$ cat src/rtl/bmp_pkg.sv
package bmp_pkg;

    localparam int MOD_W = 31;
    localparam logic [MOD_W-1:0] MOD_RESET = 31'd1000000007;

    typedef enum logic [2:0] {
        OP_NUM,
        OP_DEN,
        OP_ACC,
        OP_SQR,
        OP_FIN
    } t_op;

    typedef struct packed {
        logic start;
        t_op  op;
        logic init_pow;
        logic post;
    } t_cmd;

    typedef struct packed {
        logic mul_done;
        logic trivial;
        logic loop_end;
        logic exp_zero;
        logic exp_bit;
        logic out_full;
    } t_stat;

endpackage

$ cat src/rtl/binomial_mod_prime.sv
// The sequencer runs k = min(r, n-r) numerator and denominator products, then raises the
// denominator to p-2 by square-and-multiply and takes a final product; trivial cases (r > n or p < 2) give zero.
// Throughput: one word at a time; each modular product runs on the single bit-serial
// multiply-reduce unit, which sets the rate.
// Reset (synchronous, active low) returns the sequencer to idle, empties the
// output register and loads the modulus with 1000000007.
module binomial_mod_prime #(
    parameter int N_BITS = 20
) (
    input  logic                      i_clk,
    input  logic                      i_rst_n,
    input  logic                      i_valid,
    output logic                      o_stall,
    input  logic [N_BITS-1:0]         i_n_value,
    input  logic [N_BITS-1:0]         i_r_value,
    output logic                      o_valid,
    input  logic                      i_stall,
    output logic [bmp_pkg::MOD_W-1:0] o_result,
    input  logic                      i_cfg_we,
    input  logic [bmp_pkg::MOD_W-1:0] i_cfg_wdata
);
    import bmp_pkg::*;

    t_cmd  cmd;
    t_stat stat;
    logic  load;

    assign load = i_valid && !o_stall;

    bmp_ctrl u_ctrl (
        .i_clk   (i_clk),
        .i_rst_n (i_rst_n),
        .i_load  (load),
        .i_stat  (stat),
        .o_cmd   (cmd),
        .o_stall (o_stall)
    );

    bmp_datapath #(.N_BITS(N_BITS)) u_dp (
        .i_clk       (i_clk),
        .i_rst_n     (i_rst_n),
        .i_load      (load),
        .i_n_value   (i_n_value),
        .i_r_value   (i_r_value),
        .i_cfg_we    (i_cfg_we),
        .i_cfg_wdata (i_cfg_wdata),
        .i_cmd       (cmd),
        .o_stat      (stat),
        .i_stall     (i_stall),
        .o_valid     (o_valid),
        .o_result    (o_result)
    );

endmodule

$ cat src/rtl/bmp_mulmod.sv
module bmp_mulmod (
    input  logic                     i_clk,
    input  logic                     i_rst_n,
    input  logic                     i_start,
    input  logic [bmp_pkg::MOD_W-1:0] i_a,
    input  logic [bmp_pkg::MOD_W-1:0] i_b,
    input  logic [bmp_pkg::MOD_W-1:0] i_m,
    output logic                     o_done,
    output logic [bmp_pkg::MOD_W-1:0] o_y
);
    import bmp_pkg::*;

    localparam int CNT_W = $clog2(MOD_W);

    logic [MOD_W-1:0] r_a, r_b, r_acc;
    logic [CNT_W-1:0] r_cnt;
    logic             r_busy, r_done;
    logic [MOD_W:0]   dbl, dbl_red, sum, sum_red;

    // one bit of a per cycle, MSB first: acc = 2*acc + bit*b mod m
    always_comb begin
        dbl     = {r_acc, 1'b0};
        dbl_red = (dbl >= {1'b0, i_m}) ? dbl - {1'b0, i_m} : dbl;
        sum     = dbl_red + (r_a[MOD_W-1] ? {1'b0, r_b} : '0);
        sum_red = (sum >= {1'b0, i_m}) ? sum - {1'b0, i_m} : sum;
    end

    always_ff @(posedge i_clk) begin
        if (!i_rst_n) begin
            r_busy <= 1'b0;
            r_done <= 1'b0;
            r_cnt  <= '0;
        end else begin
            r_done <= 1'b0;
            if (i_start) begin
                r_busy <= 1'b1;
                r_cnt  <= '0;
            end else if (r_busy) begin
                r_cnt <= r_cnt + 1'b1;
                if (r_cnt == CNT_W'(MOD_W - 1)) begin
                    r_busy <= 1'b0;
                    r_done <= 1'b1;
                end
            end
        end
    end

    always_ff @(posedge i_clk) begin
        if (i_start) begin
            r_a   <= i_a;
            r_b   <= i_b;
            r_acc <= '0;
        end else if (r_busy) begin
            r_a   <= {r_a[MOD_W-2:0], 1'b0};
            r_acc <= sum_red[MOD_W-1:0];
        end
    end

    assign o_done = r_done;
    assign o_y    = r_acc;

endmodule

$ cat src/rtl/bmp_datapath.sv
module bmp_datapath #(
    parameter int N_BITS = 20
) (
    input  logic                      i_clk,
    input  logic                      i_rst_n,
    input  logic                      i_load,
    input  logic [N_BITS-1:0]         i_n_value,
    input  logic [N_BITS-1:0]         i_r_value,
    input  logic                      i_cfg_we,
    input  logic [bmp_pkg::MOD_W-1:0] i_cfg_wdata,
    input  bmp_pkg::t_cmd             i_cmd,
    output bmp_pkg::t_stat            o_stat,
    input  logic                      i_stall,
    output logic                      o_valid,
    output logic [bmp_pkg::MOD_W-1:0] o_result
);
    import bmp_pkg::*;

    logic [MOD_W-1:0]  r_mod, r_num, r_den, r_base, r_acc, r_exp, r_result;
    logic [N_BITS-1:0] r_i, r_k, r_lim;
    logic              r_triv, r_out_valid;
    logic [N_BITS-1:0] n_diff, n_lim;
    logic [MOD_W-1:0]  mul_a, mul_b, mul_y;
    logic              mul_done;

    always_comb begin
        n_diff = i_n_value - i_r_value;
        n_lim  = (n_diff < i_r_value) ? n_diff : i_r_value;
    end

    always_comb begin
        unique case (i_cmd.op)
            OP_NUM: begin mul_a = MOD_W'(r_k);  mul_b = r_num; end
            OP_DEN: begin mul_a = MOD_W'(r_i);  mul_b = r_den; end
            OP_ACC: begin mul_a = r_base;       mul_b = r_acc; end
            OP_SQR: begin mul_a = r_base;       mul_b = r_base; end
            OP_FIN: begin mul_a = r_acc;        mul_b = r_num; end
            default: begin mul_a = '0;          mul_b = '0; end
        endcase
    end

    bmp_mulmod u_mul (
        .i_clk   (i_clk),
        .i_rst_n (i_rst_n),
        .i_start (i_cmd.start),
        .i_a     (mul_a),
        .i_b     (mul_b),
        .i_m     (r_mod),
        .o_done  (mul_done),
        .o_y     (mul_y)
    );

    always_ff @(posedge i_clk) begin
        if (!i_rst_n) begin
            r_mod       <= MOD_RESET;
            r_out_valid <= 1'b0;
        end else begin
            if (i_cfg_we) begin
                r_mod <= i_cfg_wdata;
            end
            if (i_cmd.post) begin
                r_out_valid <= 1'b1;
            end else if (!i_stall) begin
                r_out_valid <= 1'b0;
            end
        end
    end

    always_ff @(posedge i_clk) begin
        if (i_load) begin
            r_triv <= (i_r_value > i_n_value) || (r_mod[MOD_W-1:1] == '0);
            r_lim  <= n_lim;
            r_i    <= N_BITS'(1);
            r_k    <= i_n_value;
            r_num  <= MOD_W'(1);
            r_den  <= MOD_W'(1);
        end
        if (i_cmd.init_pow) begin
            r_exp  <= r_mod - MOD_W'(2);
            r_base <= r_den;
            r_acc  <= MOD_W'(1);
        end
        if (mul_done) begin
            unique case (i_cmd.op)
                OP_NUM: r_num <= mul_y;
                OP_DEN: begin
                    r_den <= mul_y;
                    r_i   <= r_i + 1'b1;
                    r_k   <= r_k - 1'b1;
                end
                OP_ACC: r_acc <= mul_y;
                OP_SQR: begin
                    r_base <= mul_y;
                    r_exp  <= r_exp >> 1;
                end
                OP_FIN: r_acc <= mul_y;
                default: ;
            endcase
        end
        if (i_cmd.post) begin
            r_result <= r_triv ? '0 : r_acc;
        end
    end

    always_comb begin
        o_stat.mul_done = mul_done;
        o_stat.trivial  = r_triv;
        o_stat.loop_end = r_i > r_lim;
        o_stat.exp_zero = r_exp == '0;
        o_stat.exp_bit  = r_exp[0];
        o_stat.out_full = r_out_valid && i_stall;
    end

    assign o_valid  = r_out_valid;
    assign o_result = r_result;

endmodule

$ cat src/rtl/bmp_ctrl.sv
module bmp_ctrl (
    input  logic            i_clk,
    input  logic            i_rst_n,
    input  logic            i_load,
    input  bmp_pkg::t_stat  i_stat,
    output bmp_pkg::t_cmd   o_cmd,
    output logic            o_stall
);
    import bmp_pkg::*;

    typedef enum logic [3:0] {
        S_IDLE,
        S_LOOP,
        S_NUM,
        S_DEN,
        S_PINIT,
        S_PCHK,
        S_PACC,
        S_PSQR,
        S_FIN,
        S_POST
    } t_state;

    t_state r_state;
    t_cmd   r_cmd;
    logic   r_stall;

    always_ff @(posedge i_clk) begin
        if (!i_rst_n) begin
            r_state <= S_IDLE;
            r_cmd   <= '{start: 1'b0, op: OP_NUM, init_pow: 1'b0, post: 1'b0};
            r_stall <= 1'b0;
        end else begin
            r_cmd.start    <= 1'b0;
            r_cmd.init_pow <= 1'b0;
            r_cmd.post     <= 1'b0;
            unique case (r_state)
                S_IDLE: begin
                    if (i_load) begin
                        r_stall <= 1'b1;
                        r_state <= S_LOOP;
                    end
                end
                S_LOOP: begin
                    priority if (i_stat.trivial) begin
                        r_state <= S_POST;
                    end else if (i_stat.loop_end) begin
                        r_cmd.init_pow <= 1'b1;
                        r_state        <= S_PINIT;
                    end else begin
                        r_cmd.start <= 1'b1;
                        r_cmd.op    <= OP_NUM;
                        r_state     <= S_NUM;
                    end
                end
                S_NUM: begin
                    if (i_stat.mul_done) begin
                        r_cmd.start <= 1'b1;
                        r_cmd.op    <= OP_DEN;
                        r_state     <= S_DEN;
                    end
                end
                S_DEN: begin
                    if (i_stat.mul_done) begin
                        r_state <= S_LOOP;
                    end
                end
                S_PINIT: r_state <= S_PCHK;
                S_PCHK: begin
                    r_cmd.start <= 1'b1;
                    priority if (i_stat.exp_zero) begin
                        r_cmd.op <= OP_FIN;
                        r_state  <= S_FIN;
                    end else if (i_stat.exp_bit) begin
                        r_cmd.op <= OP_ACC;
                        r_state  <= S_PACC;
                    end else begin
                        r_cmd.op <= OP_SQR;
                        r_state  <= S_PSQR;
                    end
                end
                S_PACC: begin
                    if (i_stat.mul_done) begin
                        r_cmd.start <= 1'b1;
                        r_cmd.op    <= OP_SQR;
                        r_state     <= S_PSQR;
                    end
                end
                S_PSQR: begin
                    if (i_stat.mul_done) begin
                        r_state <= S_PCHK;
                    end
                end
                S_FIN: begin
                    if (i_stat.mul_done) begin
                        r_state <= S_POST;
                    end
                end
                S_POST: begin
                    // hold until the output register can take the word
                    if (!i_stat.out_full) begin
                        r_cmd.post <= 1'b1;
                        r_stall    <= 1'b0;
                        r_state    <= S_IDLE;
                    end
                end
                default: r_state <= S_IDLE;
            endcase
        end
    end

    assign o_cmd   = r_cmd;
    assign o_stall = r_stall;

endmodule

$ cat config.mk
export PLATFORM = sky130hd
export DESIGN_NAME = binomial_mod_prime
export DESIGN_NICKNAME = d
export VERILOG_FILES = /design/src/rtl/bmp_pkg.sv /design/src/rtl/binomial_mod_prime.sv /design/src/rtl/bmp_mulmod.sv /design/src/rtl/bmp_datapath.sv /design/src/rtl/bmp_ctrl.sv
export SDC_FILE = /design/constraint.sdc
export NUM_CORES = 1
export LEC_CHECK = 0
export BUFFER_PORTS_ARGS = -buffer_cell sky130_fd_sc_hd__buf_4
export CORE_MARGIN = 8
export CORE_UTILIZATION = 35
export DETAILED_ROUTE_END_ITERATION = 12
export HOLD_SLACK_MARGIN = 0.12
export RECOVER_POWER = 25
export SYNTH_ARGS = -nofsm -noshare
export SYNTH_HDL_FRONTEND = slang
export SYNTH_HIERARCHICAL = 1
export SYNTH_SLANG_ARGS = --single-unit
export TNS_END_PERCENT = 10
$ cat constraint.sdc
create_clock -name i_clk -period 9.1 [get_ports i_clk]
set_input_delay 2.275 -clock i_clk [delete_from_list [all_inputs] [get_ports i_clk]]
set_output_delay 2.275 -clock i_clk [all_outputs]
set_load 0.05 [all_outputs]
Yosys cells after proc, flatten, opt, wreduce, memory -nomap -nowiden --
Index checks and enable logic that the tools add are counted. Widths: inputs -> output; s select.
Storage, ports and cells: output and inout bits 33, logic and storage cells 144, input bits 76, register bits 390
Operators by class: add/subtract/negate cells 8, reduce and logical (&&, ||, !) cells 21, bitwise operators 3, order comparisons 5, muxes and demuxes 59, eq/ne operators 24
Operators by type and width (count):
- $mux 31 | 19
- $pmux 31 s4 | 2
- $mux 20 | 7
- $ge 32x31->1 | 2
- $mux 4 | 12
- $gt 20x20->1 | 2
- $pmux 4 s10 | 1
- $add 32x31->32 | 1
- $mux 32 | 1
- $sub 32x31->32 | 1
- $logic_not 31->1 | 1
- $sub 31x2->31 const B | 1
- $sub 31x31->31 | 1
- $logic_not 30->1 | 1
- $add 20x1->20 const B | 1
- $lt 20x20->1 | 1
- $sub 20x1->20 const B | 1
- $sub 20x20->20 | 1
- $eq 4x3->1 const B | 4
- $pmux 4 s4 | 1
- $mux 1 | 12
- $ne 2x1->1 const B | 6
- $eq 4x2->1 const B | 2
- $eq 4x4->1 const B | 2
- 24 further kinds | 37

Logic depth before layout (Yosys ltp) --
word-level depth 5, mapped depth 34, gate-level depth less buffers 29

Modules after synthesis --
Netlist, hierarchy kept.
By module, submodules not included:
- bmp_datapath | seq. area each 6105.9 um2, area an instance 14933.1 um2, cells an instance 1744, times used 1
- bmp_mulmod | seq. area each 2622.5 um2, area an instance 9323.9 um2, cells an instance 1086, times used 1
- bmp_ctrl | seq. area each 220.2 um2, area an instance 625.6 um2, cells an instance 74, times used 1
- binomial_mod_prime | seq. area each 0.0 um2, area an instance 13.8 um2, cells an instance 1, times used 1

Worst setup path after synthesis --
OpenSTA, ideal clock, no wires.
path kind register -> register, start point register u_dp.r_mod[11], end point register u_dp.u_mul.r_acc[22] (netlist: u_dp/u_mul/o_y[22]), data required time 8.974 ns, data arrival time 7.186 ns, path buffers 5, period minus slack after synthesis 7.311 ns, stages on the path, launching flop included 33, setup time 0.126 ns, slack 1.789 ns, path through dfxtp_1 > inv_1 > ha_1 > clkbuf_1 > a211oi_1 > o211ai_1 > a41oi_1 > nor3_1 > o31ai_1 > nor2b_1 > clkbuf_1 > buf_1 > nand2_1 > o21ai_0 > ha_1 > a21o_1 > a21oi_1 > inv_1 > a2111o_1 > a211oi_1 > a21o_1 > or4b_2 > o211ai_1 > ha_1 > nand2_1 > nor2_1 > and3_1 > a211o_1 > or4_1 > buf_2 > buf_6 > a211oi_2 > nor3_1
Between the ends: longest elaborated chain between the ends 5, elaborated cells between the ends (all ways) 7, classes of those cells 3 x add/sub; 2 x order compare; 2 x mux
RTL lines:
- from (decl) | line bmp_datapath.sv:19 | logic [MOD_W-1:0] r_mod, r_num, r_den, r_base, r_acc, r_exp, r_result;
- from (signal assigned) | line bmp_datapath.sv:59 | r_mod <= i_cfg_wdata;
- $sub 32x31->32 or $ge 32x31->1 (tied branches) | line bmp_mulmod.sv:23 | dbl_red = (dbl >= {1'b0, i_m}) ? dbl - {1'b0, i_m} : dbl;
- $mux 32 | line bmp_mulmod.sv:23
- $add 32x31->32 | line bmp_mulmod.sv:24 | sum = dbl_red + (r_a[MOD_W-1] ? {1'b0, r_b} : '0);
- $sub 31x31->31 or $ge 32x31->1 (tied branches) | line bmp_mulmod.sv:25 | sum_red = (sum >= {1'b0, i_m}) ? sum - {1'b0, i_m} : sum;
- $mux 31 * | line bmp_mulmod.sv:25
- to (signal assigned) | line bmp_mulmod.sv:55 | r_acc <= sum_red[MOD_W-1:0];
- to (decl) | line bmp_mulmod.sv:15 | logic [MOD_W-1:0] r_a, r_b, r_acc;
Mark *: on every way between the ends. The rest lies on a longest branch, timed or not. A chain may end at the register's enable or synchronous reset.

Worst setup path after layout --
start point register u_dp.r_mod[0], end point register u_dp.u_mul.r_acc[26] (netlist: u_dp/u_mul/o_y[26])
The elaborated chain is that of the path after synthesis.

==> flow_metrics.tcl <==
set metrics [dict create \
    layout.nets 3169 \
    period_minus_slack_ns 8.49 \
    vias 21300 \
    synth_edf_count 114 \
    ys_seq_elements 390 \
    drt_iter0_markers 1611 \
    tritoncts "built" \
    drive_gt1_frac 0.112 \
    syn_avg_cell_area_um2 8.57 \
    die_w_um 283 \
    grt_overflow_total 0 \
    via_per_inst 5.45 \
    cpMaxStageDelayCell "or4_2" \
    ctsLongestPathBuffers 3 \
    relSlewSlack -0.718 \
    core-area_um2 70300 \
    grtUsageTotal 0.179 \
    drt_wl_total_um 73400 \
    rsz0062_at_grt "false" \
    ys_top_cells_by_count "459 x nand2_1, 276 x dfxtp_1, 273 x o21ai_0" \
    timing.setup.tns_ns 0 \
    tightest_slew_ns 2.58 \
    post-place-ws_ns 0.714 \
    syn_nets 3143 \
    place_congestion 0.876 \
    max_stage_delay_ns 1.04 \
    rows 97 \
    die_y_um 283 \
    grt_max_degree 68 \
    r2r_slack_ns 0.61 \
    hold_path_class "reg -> reg" \
    grt_pass1_vias 20400 \
    fin_crit_sh 0.933 \
    maxClockFrequency_ghz 0.118 \
    antenna_found_initial 0 \
    cts.reportedPaths.clkPinSlew_ns 0.06 \
    ir_drop_v 0.000324 \
    clk_latency_ns 0.59 \
    ant_nets 0 \
    grt_pass1_wl_um 116000 \
    worstSetupPathType "reg -> reg" \
    cts_htree_levels 2 \
    clockRootBuffer "clkbuf_16" \
    cp.arrival_ns 8.90 \
    maxCapViolations 5 \
    post_drt_wl_per_cell_um 18.8 \
    io_buffers 108 \
    synth.top_cells.by_area "dfxtp_1 22%, edfxtp_1 14%, ha_1 7.9%" \
    synth_cell_types 91 \
    drt-pass1-iter-count 6 \
    violations "max-capacitance violations, max-slew violations" \
    mappedNetlistArea_um2 24900 \
    fin_skew_ns 0.0253 \
    synth_warnings 6 \
    setup_ws_ns 0.610 \
    floorplan.initialDensity 0.354 \
    min_to "u_dp/r_exp[29]" \
    synth-seq-area-share 0.359 \
    powerDensity_nw_per_um2 332 \
    cts_buffers 45 \
    reg2reg_depth 27 \
    cts_hold_buf 0 \
    io_pins 109 \
    hpwl_um 53200 \
    status "complete, but fails checks" \
    syn-instance-count 2905 \
    yosysMostFrequentCell "nand2_1" \
    power_leakage_nw 11.3 \
    min_path_cells 2 \
    nFillCells 7103 \
    drcViolationCount 0 \
    ys.flop_type "dfxtp_1" \
    start_kind "flip-flop" \
    synth_top_cell_area_share 0.222 \
    postCtsSetupRepairBufs 0 \
    cts.sinks 390 \
    r2r-start "u_dp/r_mod[0]" \
    rr_endpoint "u_dp/u_mul/o_y[26]" \
    die_area_um2 79900 \
    async_reset_ff_frac 0 \
    n_antenna_cell 0 \
    hold_viol 0 \
    crit_fanout 26 \
    drv_slew 171 \
    setup_viol 0 \
    fin_cells 3907 \
    area_growth_pct 12.8 \
    fin_total_pwr_mw 9.33 \
    yosysTopAreaCell "dfxtp_1" \
    critPathCaptureType "flip-flop" \
    dp_cells 3824 \
    worstPathRequired_ns 9.51 \
    hp-start "u_dp/r_exp[30]" \
]
report_power, final:
part / switching, mW / total, mW / internal (mW)
Combinational: 3.06 / 5.11 / 2.05
Sequential: 0.285 / 2.28 / 1.99
Clock: 0.776 / 1.95 / 1.17
Total: 4.12 / 9.33 / 5.21
sequential cells by signal (all words and copies together) (netlist names), 4 cells and up:
register / flops
u_dp/u_mul/r_a: 31
u_dp/u_mul/r_cnt: 5
u_ctrl/o_cmd: 6
u_dp/u_mul/r_b: 31
u_dp/r_den: 31
u_dp/r_acc: 31
u_dp/r_k: 20
u_dp/r_mod: 31
u_dp/r_i: 20
u_dp/r_lim: 20
u_dp/o_result: 31
u_dp/r_num: 31
u_dp/r_base: 31
u_dp/r_exp: 31
u_ctrl/r_state: 4
u_dp/u_mul/o_y: 31
cell families after synthesis:
group,Yosys count,share of synthesized area
mux,155,0.0664
fa+ha+maj,162,0.0826
buf+inv,269,0.0431
flops,390,0.359
simple gates,1051,0.209
compound gates,753,0.195
xor+xnor,125,0.0440
repair_timing:
action                                 in CTS  in global routing
setup endpoints to repair                   0                  6
endpoints found under the hold margin       0                  0
gates resized for setup                     0                  2
per-stage QoR:
step            util  area (um2)  hold slack [ns]
5_1_grt        0.400       28100            0.491
4_1_cts        0.400       28100            0.474
6_report       0.400       28100            0.473
3_5_place_dp   0.377       26500            0.463
2_1_floorplan      -       24900            0.436
3_3_place_gp   0.377       26500            0.456
worst max-delay path by stage:
stage,start,end,cells past startpoint
floorplan,u_dp/r_mod[11],u_dp/u_mul/o_y[22],32
CTS,u_dp/r_mod[0],u_dp/u_mul/o_y[26],27
detailed placement,u_dp/r_mod[1],u_dp/u_mul/o_y[26],26
global placement,u_dp/r_mod[0],u_dp/u_mul/o_y[25],26
global route,u_dp/r_mod[1],u_dp/u_mul/o_y[8],28
finish,u_dp/r_mod[0],u_dp/u_mul/o_y[26],27
critical path, delay by kind of cell (launching register included):
family | cells | cell delay [ns]
AO/OA/AOI/OAI | 14 | 3.69
AND/OR/NAND/NOR | 7 | 2.57
adder cells (fa/ha/maj) | 3 | 1.05
multiplexers | 1 | 0.41
flip-flops | 1 | 0.38
buffers and inverters | 2 | 0.19
layout by cell type, fill, tap and decap left out, drive strengths merged, types with 11 or more instances in the layout:
cell,Yosys,layout
and2,45,45
a211oi,30,30
o211ai,25,25
buf,34,135
dfxtp,276,276
o21a,27,27
nor3,48,48
inv,108,108
clkbuf,126,62
a31oi,15,15
a21o,51,51
clkinv,1,16
a222oi,14,14
or3,11,11
nand4,34,34
a22oi,48,48
ha,158,158
nor2,130,130
o21ai,284,284
and3,14,14
a21oi,128,128
a22o,12,12
a311oi,12,12
o21bai,12,12
nand3,52,52
mux2,82,82
nor4,28,28
xor2,53,53
nand2b,54,54
nand3b,69,69
mux2i,73,73
edfxtp,114,114
nor2b,67,67
xnor2,72,72
nand2,459,459
routing by layer:
metal / vias to the layer above / part of all wire / track usage
li1: 10600 / - / -
met1: 10100 / 0.47 / 0.247
met2: 523 / 0.46 / 0.291
met3: 104 / 0.048 / 0.0222
met4: 0 / 0.023 / 0.0504
met5: - / 0 / 0
cell type report:
class | count | area, um2 | area share
Clock buffer | 58 | 1280 | 0.0455
Clock inverter | 25 | 320 | 0.0114
Inverter | 109 | 409 | 0.0146
Multi-Input combinational cell | 2246 | 14900 | 0.531
Sequential cell | 390 | 8960 | 0.319
Tap cell | 940 | 1180 | 0.0419
Timing Repair Buffer | 139 | 1030 | 0.0366
Power figures use the tool's default switching activity.
